`src/hw/rtl/lev_mul.sv`:
```
// Shared 32 x 32 multiplier with a registered 64-bit product.
// Depends on nothing but the clock.
`timescale 1ns / 1ps
`default_nettype none

module lev_mul (
    input  wire logic        i_clk,
    input  wire logic [31:0] i_a,
    input  wire logic [31:0] i_b,
    output logic      [63:0] o_p
);

    logic [63:0] r_p;

    always_ff @(posedge i_clk) begin
        r_p <= 64'(i_a) * 64'(i_b);
    end

    assign o_p = r_p;

endmodule

`default_nettype wire

```
`config.mk`:
```
export PLATFORM = sky130hd
export DESIGN_NAME = lev_mul
export DESIGN_NICKNAME = d
export VERILOG_FILES = /design/src/hw/rtl/lev_mul.sv
export SDC_FILE = /design/constraint.sdc
export NUM_CORES = 2
export LEC_CHECK = 0
export BUFFER_PORTS_ARGS = -buffer_cell sky130_fd_sc_hd__buf_2
export CAP_MARGIN = 20
export CORE_ASPECT_RATIO = 0.9
export CORE_MARGIN = 2
export CORE_UTILIZATION = 40
export CTS_CLUSTER_SIZE = 14
export DETAILED_ROUTE_END_ITERATION = 8
export PLACE_DENSITY_LB_ADDON = 0.12
export SLEW_MARGIN = 10
export SYNTH_ARGS = -nofsm -noshare
export SYNTH_HDL_FRONTEND = slang
export SYNTH_SLANG_ARGS = --single-unit
```
`constraint.sdc`:
```
create_clock -name i_clk -period 20.5 [get_ports i_clk]
set_input_delay 4.1 -clock i_clk [delete_from_list [all_inputs] [get_ports i_clk]]
set_output_delay 4.1 -clock i_clk [all_outputs]
set_load 0.03 [all_outputs]
```
# == After elaboration in Yosys (flattened, before gate mapping) ==
# Index checks and enable logic that the tools add are counted.
# totals
reg_bits,64
inputBits,65
# classes
mul,1
# op_table
cell,n
multiplier 32 x 32 -> 64 bit,1

# == Logic depth before layout (Yosys ltp) ==
# depth
word_depth,1
ltp_mapped,29
depth_no_buf,27

# == Worst setup path after synthesis ==
# Ideal clock, no wire load.
# synth_path
kind,input-to-reg
from,in i_a[25]
to,reg r_p[62] (netlist: o_p[62])
path_slack_ns,9.647
stages,25
n_path_buf,2
t_arrival_ns,10.781
cell_sequence,clkbuf_1 nand2_1 fa_1 inv_1 fa_1 inv_1 fa_1 inv_1 fa_1 fa_1 fa_1 fa_1 inv_1 fa_1 inv_1 ha_1 buf_2 nand4_1 or4_1 or3_1 a31oi_1 a31o_2 a211oi_1 o21ai_1 xor2_1
# synth_between
elab_chain_len,1
# synth_lines
item,line_no,source
start: declaration,8,"input wire logic [31:0] i_a,"
multiplier 32 x 32 -> 64 bit,16,r_p <= 64'(i_a) * 64'(i_b);
end signal: assignment,16,
end: declaration,13,logic [63:0] r_p;
# Every way passes these cells.

# == Worst setup path in the final report ==
# layout_path
from,in i_b[9]
to,reg r_p[62] (netlist: o_p[62])
# layout_between
elab_chain_len,1
# layout_lines
item,line_no,source
start: declaration,9,"input wire logic [31:0] i_b,"
multiplier 32 x 32 -> 64 bit,16,
# Every way passes these cells.

==> qor.txt <==
Hold Crit Class - primary input to flop
commonest non-fill, non-tap cell in the layout - fa_1
residual antenna-violating net count after detailed routing - 0
clk buf depth - 2
worst-path maximum fanout - 32
length of the first detailed-routing pass in iterations - 5
vias per inst - 4.97
syn avg cell area - 9.25 sq um
final-report hold violation count - 0
most frequent cells in the layout - 896 x fa_1, 865 x inv_1, 602 x and2_1
Worst slew margin - 0.349
via count - 24000
routed wire length - 97700 um
post-CTS setup buffers - 0
clk slew on worst S/H paths - 60 ps
met2 usage - 0.413
grt ovf - 0
Required @ worst endpoint - 20780 ps
PostCTS Resize Cnt - 0
H-tree level count - 3
Unique masters post-synth - 57
# setup viols final - 0
global-route wire length before repair - 158000 um
DIE AREA - 89100 sq um
dpl hpwl - 78900 um
Clock Sinks - 64
# DRC - 0
Period minus WS final - 11840 ps
met3 Use GR - 0.0186
DR iter-0 viols - 1257
prevailing post-synth register cell - dfxtp_1
family with the most delay on the worst path - adder cells
# hold bufs at CTS - 0
synthesis warning total - 0
PortBufs - 128
Post-synth EDFFs - 0
busiest layer in global routing - met2
post-route clock period utilization - 0.577
gr usage total - 0.230
Synth Net Count - 4972
fraction of registers with async set or reset after synthesis - 0
Synth Register Bits - 64
share of cells above drive strength 1 - 0.0467
WL per Instance - 20.2 um
max FFs per register - 64
CP Cell Sequence - buf_2, nand2_1, fa_1, inv_1, fa_1, inv_1, fa_1, inv_1, fa_1, fa_1, fa_1, fa_1, inv_1, fa_1, inv_1, ha_1, nand4_1, or4_1, or3_1, a31oi_1, a31o_2, a211oi_1, o21ai_1, xor2_1
largest net degree at the start of global routing - 33
synthesized area - 34700 sq um
DIE WIDTH - 314 um
Synth Instances - 3748
row cnt - 102
CTS tree - built
Max Freq - 84.5 MHz
Root Buffer - clkbuf_16
Worst-Margin Slew - 977 ps
Final #Nets - 4902
Initial Utilization - 0.403
WP data arrival - 12120 ps
pins over their slew limit - 0
num ports - 129
startpoint types - primary input
core area - 86000 sq um
vias in the first global route - 26700
GPL Wtd Cong - 0.824
max_cap viols - 0
initial antenna violation count - 5
RSZ-0062 raised after global routing - no
Crit Path Category - primary input to flop
Die Y - 283 um
area delta synth->final - 4.63%
sequential share of the synthesized area - 0.0369
CP max stage delay - 630 ps
Crit. End Element - flop
most frequent cell on the critical path - fa_1
Crit-path slowest cell - fa_1
CTS buffer count - 9
status - finished clean
GR Util met1 - 0.308
TNS Setup - 0 ps
Buffers & Inverters on Critical Path - 6
==> cell families after synthesis <==
group,synth area share
and+or+nand+nor,0.176
xor gates and xnor gates,0.0152
adders and majority gates,0.612
muxes,0.000289
AOI/OAI and AO/OA,0.0415
DFF,0.0369
buffers and inverters,0.118
==> per-stage QoR <==
step	util	setup WS, ps	hold WS, ps	cells	cell area (sq um)
4_1_cts	0.422	8780	4360	4827	36300
6_report	0.422	8660	4360	4829	36300
3_5_place_dp	0.418	8410	4530	4811	36000
3_3_place_gp	0.418	8500	4530	4811	36000
2_1_floorplan	-	9650	4230	3748	34700
5_1_grt	0.422	8310	4370	4828	36300
==> worst paths after layout <==
path / from / to / slack, ps / cells past startpoint
max: i_b[9] / o_p[62] / 8660 / 24
min: i_b[0] / o_p[0] / 4360 / 3
==> routing by layer <==
metal | wire, um | up-vias
met1 | 42500 | 12800
met2 | 50900 | 402
met5 | 34 | -
li1 | - | 10700
met4 | 1660 | 6
met3 | 2550 | 79
==> cell type report <==
cell class | count | area, sq um
Fill cell | 8776 | 49700
Multi-Input combinational cell | 2599 | 29300
Inverter | 865 | 3250
Clock inverter | 7 | 55.1
Antenna cell | 2 | 5.00
Timing Repair Buffer | 139 | 723
Sequential cell | 64 | 1280
Clock buffer | 9 | 225
Tap cell | 1144 | 1430
==> cell usage after synthesis, types with 3 or more instances <==
cell / instances / area share
fa_1: 896 / 0.52
inv_1: 865 / 0.094
and2_1: 602 / 0.11
nand2_1: 480 / 0.052
ha_1: 263 / 0.095
clkbuf_1: 213 / 0.023
dfxtp_1: 64 / 0.037
a21oi_1: 63 / 0.0091
a21o_1: 40 / 0.0087
xnor2_1: 35 / 0.0088
xor2_1: 25 / 0.0063
nand4_1: 23 / 0.0041
o21ai_0: 21 / 0.0030
nor2_1: 20 / 0.0022
and3_1: 14 / 0.0025
a31oi_1: 12 / 0.0022
nand3_1: 10 / 0.0014
o21bai_1: 10 / 0.0022
o21a_1: 9 / 0.0019
nor3_1: 7 / 0.0010
buf_2: 6 / 0.00087
o21ai_1: 5 / 0.00072
a221o_1: 4 / 0.0012
a211oi_1: 3 / 0.00065
a21boi_1: 3 / 0.00065
a21oi_2: 3 / 0.00076
a221oi_4: 3 / 0.0023
and4_1: 3 / 0.00076
o221ai_1: 3 / 0.00076
o31ai_4: 3 / 0.0018
or2_2: 3 / 0.00054
or3_1: 3 / 0.00054
or4_1: 3 / 0.00065
==> worst min-delay path, stage by stage <==
cell	delay [ps]
buf_2	90
buf_4	240
and2_1	210
Power is not shown: default switching activity piles up to over one toggle a cycle in this logic, so the estimate is an artifact.
