--- config.mk ---
export PLATFORM = sky130hd
export DESIGN_NAME = lev_div
export DESIGN_NICKNAME = d
export VERILOG_FILES = /design/src/hw/rtl/lev_pkg.sv /design/src/hw/rtl/lev_div.sv
export SDC_FILE = /design/constraint.sdc
export NUM_CORES = 1
export LEC_CHECK = 0
export BUFFER_PORTS_ARGS = -buffer_cell sky130_fd_sc_hd__clkbuf_2
export CAP_MARGIN = 20
export CORE_MARGIN = 3
export CORE_UTILIZATION = 47
export CTS_CLUSTER_SIZE = 28
export DETAILED_ROUTE_END_ITERATION = 7
export PLACE_DENSITY = 0.77
export SLEW_MARGIN = 20
export SYNTH_ARGS = -nofsm -noshare
export SYNTH_HDL_FRONTEND = slang
export SYNTH_SLANG_ARGS = --single-unit
--- constraint.sdc ---
create_clock -name i_clk -period 3.9 [get_ports i_clk]
set_input_delay 0.78 -clock i_clk [delete_from_list [all_inputs] [get_ports i_clk]]
set_output_delay 0.78 -clock i_clk [all_outputs]
set_load 0.005 [all_outputs]
--- src/hw/rtl/lev_pkg.sv ---
// Package for the exponential variate sampler with running statistics.
// Holds the item types, register indexes, state encoding and shared constants.
// No dependencies; the top level, lev_div and lev_checker use it.
`timescale 1ns / 1ps
`default_nettype none

package lev_pkg;

    localparam int BINS_DEFAULT      = 128;
    localparam int FRAC_BITS_DEFAULT = 16;

    localparam logic [31:0] SEED_RESET       = 32'd3452;
    localparam logic [31:0] MULT_RESET       = 32'd4696;
    localparam logic [31:0] INC_RESET        = 32'd0;
    localparam logic [31:0] MOD_RESET        = 32'd5003;
    localparam logic [23:0] INV_LAMBDA_RESET = 24'd327680;

    localparam logic [31:0] LN2_Q32    = 32'hB172_17F8;
    localparam logic [23:0] SAMPLE_MAX = 24'hFF_FFFF;
    localparam logic [31:0] COUNT_MAX  = 32'hFFFF_FFFF;

    localparam logic [6:0] MOD_STEPS  = 7'd65;
    localparam logic [6:0] MEAN_STEPS = 7'd24;
    localparam logic [4:0] LOG_TOP_K  = 5'd23;

    localparam logic OP_GENERATE = 1'b0;
    localparam logic OP_READ     = 1'b1;

    localparam logic [7:0] CFG_SEED       = 8'd0;
    localparam logic [7:0] CFG_MULTIPLIER = 8'd1;
    localparam logic [7:0] CFG_INCREMENT  = 8'd2;
    localparam logic [7:0] CFG_MODULUS    = 8'd3;
    localparam logic [7:0] CFG_INV_LAMBDA = 8'd4;

    typedef struct packed {
        logic       operation;
        logic [6:0] bin_index;
    } t_in_item;

    typedef struct packed {
        logic [23:0] sample;
        logic [31:0] generator_value;
        logic [31:0] bin_count;
        logic [23:0] smallest;
        logic [23:0] largest;
        logic [23:0] mean_value;
        logic [31:0] samples_seen;
    } t_out_item;

    typedef struct packed {
        logic        load;
        logic [6:0]  steps;
        logic [32:0] rem_init;
        logic [64:0] dividend;
        logic [32:0] divisor;
    } t_div_cmd;

    typedef struct packed {
        logic        busy;
        logic [32:0] remainder;
        logic [64:0] quotient;
    } t_div_sts;

    typedef enum logic [4:0] {
        ST_CLEAR,
        ST_IDLE,
        ST_LCG_MUL,
        ST_LCG_ADD,
        ST_MOD,
        ST_NORM,
        ST_SQ_MUL,
        ST_SQ_RES,
        ST_LN_MUL,
        ST_SCALE_MUL,
        ST_SAT,
        ST_HIST_RD,
        ST_HIST_UPD,
        ST_READ_RD,
        ST_READ_DAT,
        ST_MEAN,
        ST_MEAN_WAIT,
        ST_DONE
    } t_state;

endpackage

`default_nettype wire

--- src/hw/rtl/lev_div.sv ---
// Shared restoring divider, one quotient bit per cycle, for the generator
// remainder and the mean. Depends on lev_pkg for its command and status types.
`timescale 1ns / 1ps
`default_nettype none

module lev_div (
    input  wire logic             i_clk,
    input  wire logic             i_rst_n,
    input  wire lev_pkg::t_div_cmd i_cmd,
    output lev_pkg::t_div_sts     o_sts
);

    logic [32:0] r_rem;
    logic [64:0] r_dvd;
    logic [32:0] r_dsr;
    logic [6:0]  r_cnt;
    logic [33:0] trial;
    logic [33:0] diff;
    logic        fits;

    assign trial = {r_rem, r_dvd[64]};
    assign diff  = trial - {1'b0, r_dsr};
    assign fits  = trial >= {1'b0, r_dsr};

    always_ff @(posedge i_clk) begin
        if (!i_rst_n) begin
            r_cnt <= '0;
        end else if (i_cmd.load) begin
            r_cnt <= i_cmd.steps;
        end else if (r_cnt != '0) begin
            r_cnt <= r_cnt - 7'd1;
        end
    end

    always_ff @(posedge i_clk) begin
        if (i_cmd.load) begin
            r_rem <= i_cmd.rem_init;
            r_dvd <= i_cmd.dividend;
            r_dsr <= i_cmd.divisor;
        end else if (r_cnt != '0) begin
            r_rem <= fits ? diff[32:0] : trial[32:0];
            r_dvd <= {r_dvd[63:0], fits};
        end
    end

    assign o_sts.busy      = (r_cnt != '0);
    assign o_sts.remainder = r_rem;
    assign o_sts.quotient  = r_dvd;

endmodule

`default_nettype wire

# ---- After elaboration in Yosys (flattened, before gate mapping)
# Cells that the tools add are included.
dict set report op_classes {
  n_addsub 2
  magnitude_cmp 1
  n_mux 7
  reduce_logical 2
}
# cell n
set op_table {}
lappend op_table {{$mux 65} 2}
lappend op_table {{$mux 33} 3}
lappend op_table {{$ge 34x33->1} 1}
lappend op_table {{$sub 33x33->33} 1}
lappend op_table {{$mux 7} 2}
lappend op_table {{$reduce_bool 7->1} 1}
lappend op_table {{$sub 7x1->7 const B} 1}
lappend op_table {{$reduce_bool 2->1} 1}
dict set report totals {
  regBits 138
  inputBits 141
  wordCells 16
}

# ---- Longest topological paths before layout
dict set report depth {
  word_depth 4
  mapped_depth 13
}

# ---- Least setup slack after synthesis
# No wires, ideal clock.
dict set report synth_path {
  path_kind {input port to flip-flop}
  from {input i_cmd[138] (netlist bit)}
  to {register r_dvd[0], enable pin}
  setup_time_ps 461
  arrival_ps 3379
  required_time_ps 3439
  setup_slack_ps 60
  cell_stages 3
  n_path_buf 2
  cell_sequence {buf_6 > clkbuf_1 > or3_1}
}
dict set report synth_via {
  elab_chain_len 1
}
# element line_no
set synth_lines {}
lappend synth_lines {{start: declaration} lev_div.sv:9} ;# input wire lev_pkg::t_div_cmd i_cmd,
lappend synth_lines {{$reduce_bool 2->1 (no source line)} --}
lappend synth_lines {{end signal: assignment} lev_div.sv:38} ;# r_dvd <= i_cmd.dividend;
lappend synth_lines {{end signal: assignment} lev_div.sv:42} ;# r_dvd <= {r_dvd[63:0], fits};
lappend synth_lines {{end: declaration} lev_div.sv:14} ;# logic [64:0] r_dvd;
# Every way passes these cells.
# A chain may end at the register's enable or synchronous reset.

# ---- Worst setup path in the final report
dict set report layout_path {
  from {register r_dvd[64]}
  to {register r_rem[29] (data pin)}
}
dict set report layout_via {
  elab_chain_len 4
  elab_cells_between_ends 5
}
# element line_no
set layout_lines {}
lappend layout_lines {{$sub 33x33->33 / $ge 34x33->1 (equally long branches)} {lev_div.sv:22, lev_div.sv:23}}
lappend layout_lines {{$mux 33 (*)} lev_div.sv:41} ;# r_rem <= fits ? diff[32:0] : trial[32:0];
lappend layout_lines {{$mux 33 (*)} lev_div.sv:40} ;# end else if (r_cnt != '0) begin
lappend layout_lines {{$mux 33 (*)} lev_div.sv:36} ;# if (i_cmd.load) begin
lappend layout_lines {{end signal: assignment} lev_div.sv:37} ;# r_rem <= i_cmd.rem_init;
lappend layout_lines {{end signal: assignment} lev_div.sv:41}
lappend layout_lines {{end: declaration} lev_div.sv:13} ;# logic [32:0] r_rem;
# Every way passes the cells marked *; elsewhere a longest branch is shown, timed or not. The select of a mux whose other input is x is not followed.

==> flow_summary.ini <==
[cts]
h-tree-depth = 4
cts-resized-gates = 0
hold_buffers = 0
clock_latency_ns = 0.42
cts_setup_buffers = 0
ctsLongestPathBuffers = 2
numCtsBuffers = 17
cts.sinks = 138
cts_root_buf = clkbuf_16
tritoncts = yes
cts.clk_slew.worst_paths_ns = 0.06

[sta]
fin_crit_sh_pct = 87.58
max_slew.worst_pin.slew_ns = 0.8156
fin_crit_ns = 3.416
max_slew_margin_pct = 45.63
rsz0062_at_grt = no
setup-tns-final_ns = 0
clock_skew_ns = 0.01390
maxSlewViolCount = 0
hold_viol_final = 0
setup_viol = 0
timing.fmax_mhz = 292.8

[critical_path]
cp.arrival_ns = 3.66
crit_type = reg -> reg
slowest_delay_ns = 0.40
path_cells = inv_1, ha_1, inv_1, fa_1, a21o_1, a221oi_2, o21a_2, o221ai_2, o21ai_4, buf_4, nor3_1, mux2_2, a221oi_2
crit_path_end_kind = register
reg2reg_slack_ns = 0.48
cp_max_fo = 13
critPathLaunchType = register
cp.required_ns = 4.15
crit_path_top_delay_cell = edfxtp_1

[hold_path]
hold_path.class = in -> reg

[die]
die_h_um = 134.8
initial_core_util_pct = 48.58
chipWidth_um = 134.8
core_area_um2 = 16060
io_pins = 240
die_area_um2 = 18180
row_count = 46

[logic_synthesis]
synth_cell_type_count = 71
synth_edf_count = 131
synth_area_leader_cell = edfxtp_1
synthTopCellsByArea = edfxtp_1 50%, mux2_2 11%, ha_1 5.5%
ys_seq_area_share_pct = 52.22
yosys_warnings = 0
postSynthCellCount = 666
synth_top_area_share_pct = 50.43
ys_ff_latch = 138
ys_async_sr_fraction_pct = 0
synth_ff_type = edfxtp_1
mappedNetlistArea_um2 = 7801
syn-num-nets = 842
synth.avg_cell_area_um2 = 11.71

[final_layout]
diodes = 0
nets = 1075
post-route-util_pct = 60.39
drive_above_1_share_pct = 40.46
layout-area-overhead-vs-synth_pct = 24.31
nFillCells = 1315

[placement]
post-dp-hpwl_mm = 14.26
port_buffers = 239
gp_congestion = 0.8421

[global_routing]
grt_overflow = 0
grt_max_degree = 172
grt_pass1_vias = 5975
grt_first_pass_wirelength_mm = 30.13
grtUsageTotal_pct = 21.05
antenna_found_initial = 3

[route]
drt-initial-drc-count = 379
firstDrtPassIters = 4
viasPerCell = 5.280
remaining_drc_errors = 0
ant_nets = 0
wirelength_mm = 19.22
via_count = 5956
wl_per_cell_um = 17.04

[outcome]
status = completed

[power_and_ir_drop]
powerDensity_nw_per_um2 = 720.5
ir_worst_vdd_v = 0.0004713
power.leakage_nw = 4.278

[job]
cap_violations = 0
==> path summary, 6_finish.rpt <==
path / start / to / depth (start not counted)
hold reg to reg: r_dvd[41] / r_dvd[42] / 1
hold / removal: i_cmd[2] / r_dsr[2] / 1
setup / recovery: r_dvd[64] / r_rem[29] / 13
setup reg to reg: r_dvd[64] / r_rem[29] / 13
==> stage by stage <==
stage	instances	worst slack, ns	hold slack [ns]	area, um2	total power (W)
4_1_cts	1128	0.4676	0.5124	9698	0.007028
3_3_place_gp	1096	0.6053	0.5575	9158	0.005438
2_1_floorplan	666	0.06000	0.5782	7801	0.004613
5_1_grt	1128	0.2216	0.5119	9698	0.007467
6_report	1128	0.4845	0.5317	9698	0.006987
3_5_place_dp	1096	0.5070	0.5665	9158	0.005506
==> power by group <==
group          internal [W]  switching, W
Combinational       0.00141       0.00174
Sequential          0.00209      0.000264
Clock              0.000836      0.000647
Total               0.00434       0.00265
==> cells in the mapped netlist (4+ instances only) <==
cell type and number:
a211oi_1 10, a21o_1 7, a21oi_1 48, a221o_1 5, a221oi_1 4, a31oi_1 4, and2_1 7, and3b_1 4
buf_2 7, clkbuf_1 14, dfxtp_1 7, edfxtp_1 131, ha_1 34, inv_1 59, mux2_2 77, nand2_1 46
nand2b_1 4, nand3_1 8, nand4_1 8, nor2_1 37, nor2b_1 4, nor3_1 10, o21ai_0 31, o21bai_1 4
xnor2_1 13, xor2_1 15
==> layer usage <==
layer / global-route usage, % / wire length, um / up-vias
met4: 7.014 / 378 / 6
met3: 8.122 / 1758 / 33
li1: - / - / 2933
met1: 25.10 / 7654 / 2776
met2: 35.08 / 9392 / 208
met5: 0 / 37 / -
==> sequential cells by signal, indices dropped and copies added, names as in the netlist <==
| name | flops |
|---|---|
| r_dsr | 33 |
| r_dvd | 65 |
| r_rem | 33 |
| r_cnt | 7 |
==> critical path, delay by kind of cell, from the launching register on <==
kind / cells / cell delay (ns)
compound gates: 6 / 1.54
fa+ha+maj: 2 / 0.55
buf+inv: 3 / 0.39
flops: 1 / 0.40
mux: 1 / 0.30
simple gates: 1 / 0.06
==> final cells by class <==
class | instances | area [um2] | share of cell area, %
multi-input cells | 439 | 3327 | 34.31
well taps | 216 | 270.3 | 2.787
flip-flops and latches | 138 | 4074 | 42.01
repair buffers | 244 | 1265 | 13.04
clock inverters | 12 | 93.84 | 0.9676
inverters | 59 | 221.5 | 2.284
clock buffers | 20 | 446.7 | 4.606
==> logic make-up (layout without fill, tap and decap cells) <==
| logic type | count (synthesis) | after routing | share of synthesized area (%) |
|---|---|---|---|
| adder cells (fa/ha/maj) | 35 | 35 | 5.710 |
| AO/OA/AOI/OAI | 148 | 148 | 12.90 |
| buffers and inverters | 89 | 335 | 5.196 |
| AND/OR/NAND/NOR | 148 | 148 | 9.318 |
| flip-flops | 138 | 138 | 52.22 |
| XOR/XNOR | 28 | 28 | 3.144 |
| multiplexers | 80 | 80 | 11.52 |
==> placed cells by master (no fill, tap or decap), types with 15 or more instances in the layout <==
| cell type | n |
|---|---|
| clkbuf_2 | 238 |
| inv_1 | 59 |
| o21ai_0 | 31 |
| edfxtp_1 | 131 |
| a21oi_1 | 48 |
| ha_1 | 34 |
| clkbuf_16 | 17 |
| nand2_1 | 46 |
| xor2_1 | 15 |
| mux2_2 | 77 |
| nor2_1 | 37 |
Power figures use the tool's default switching activity.
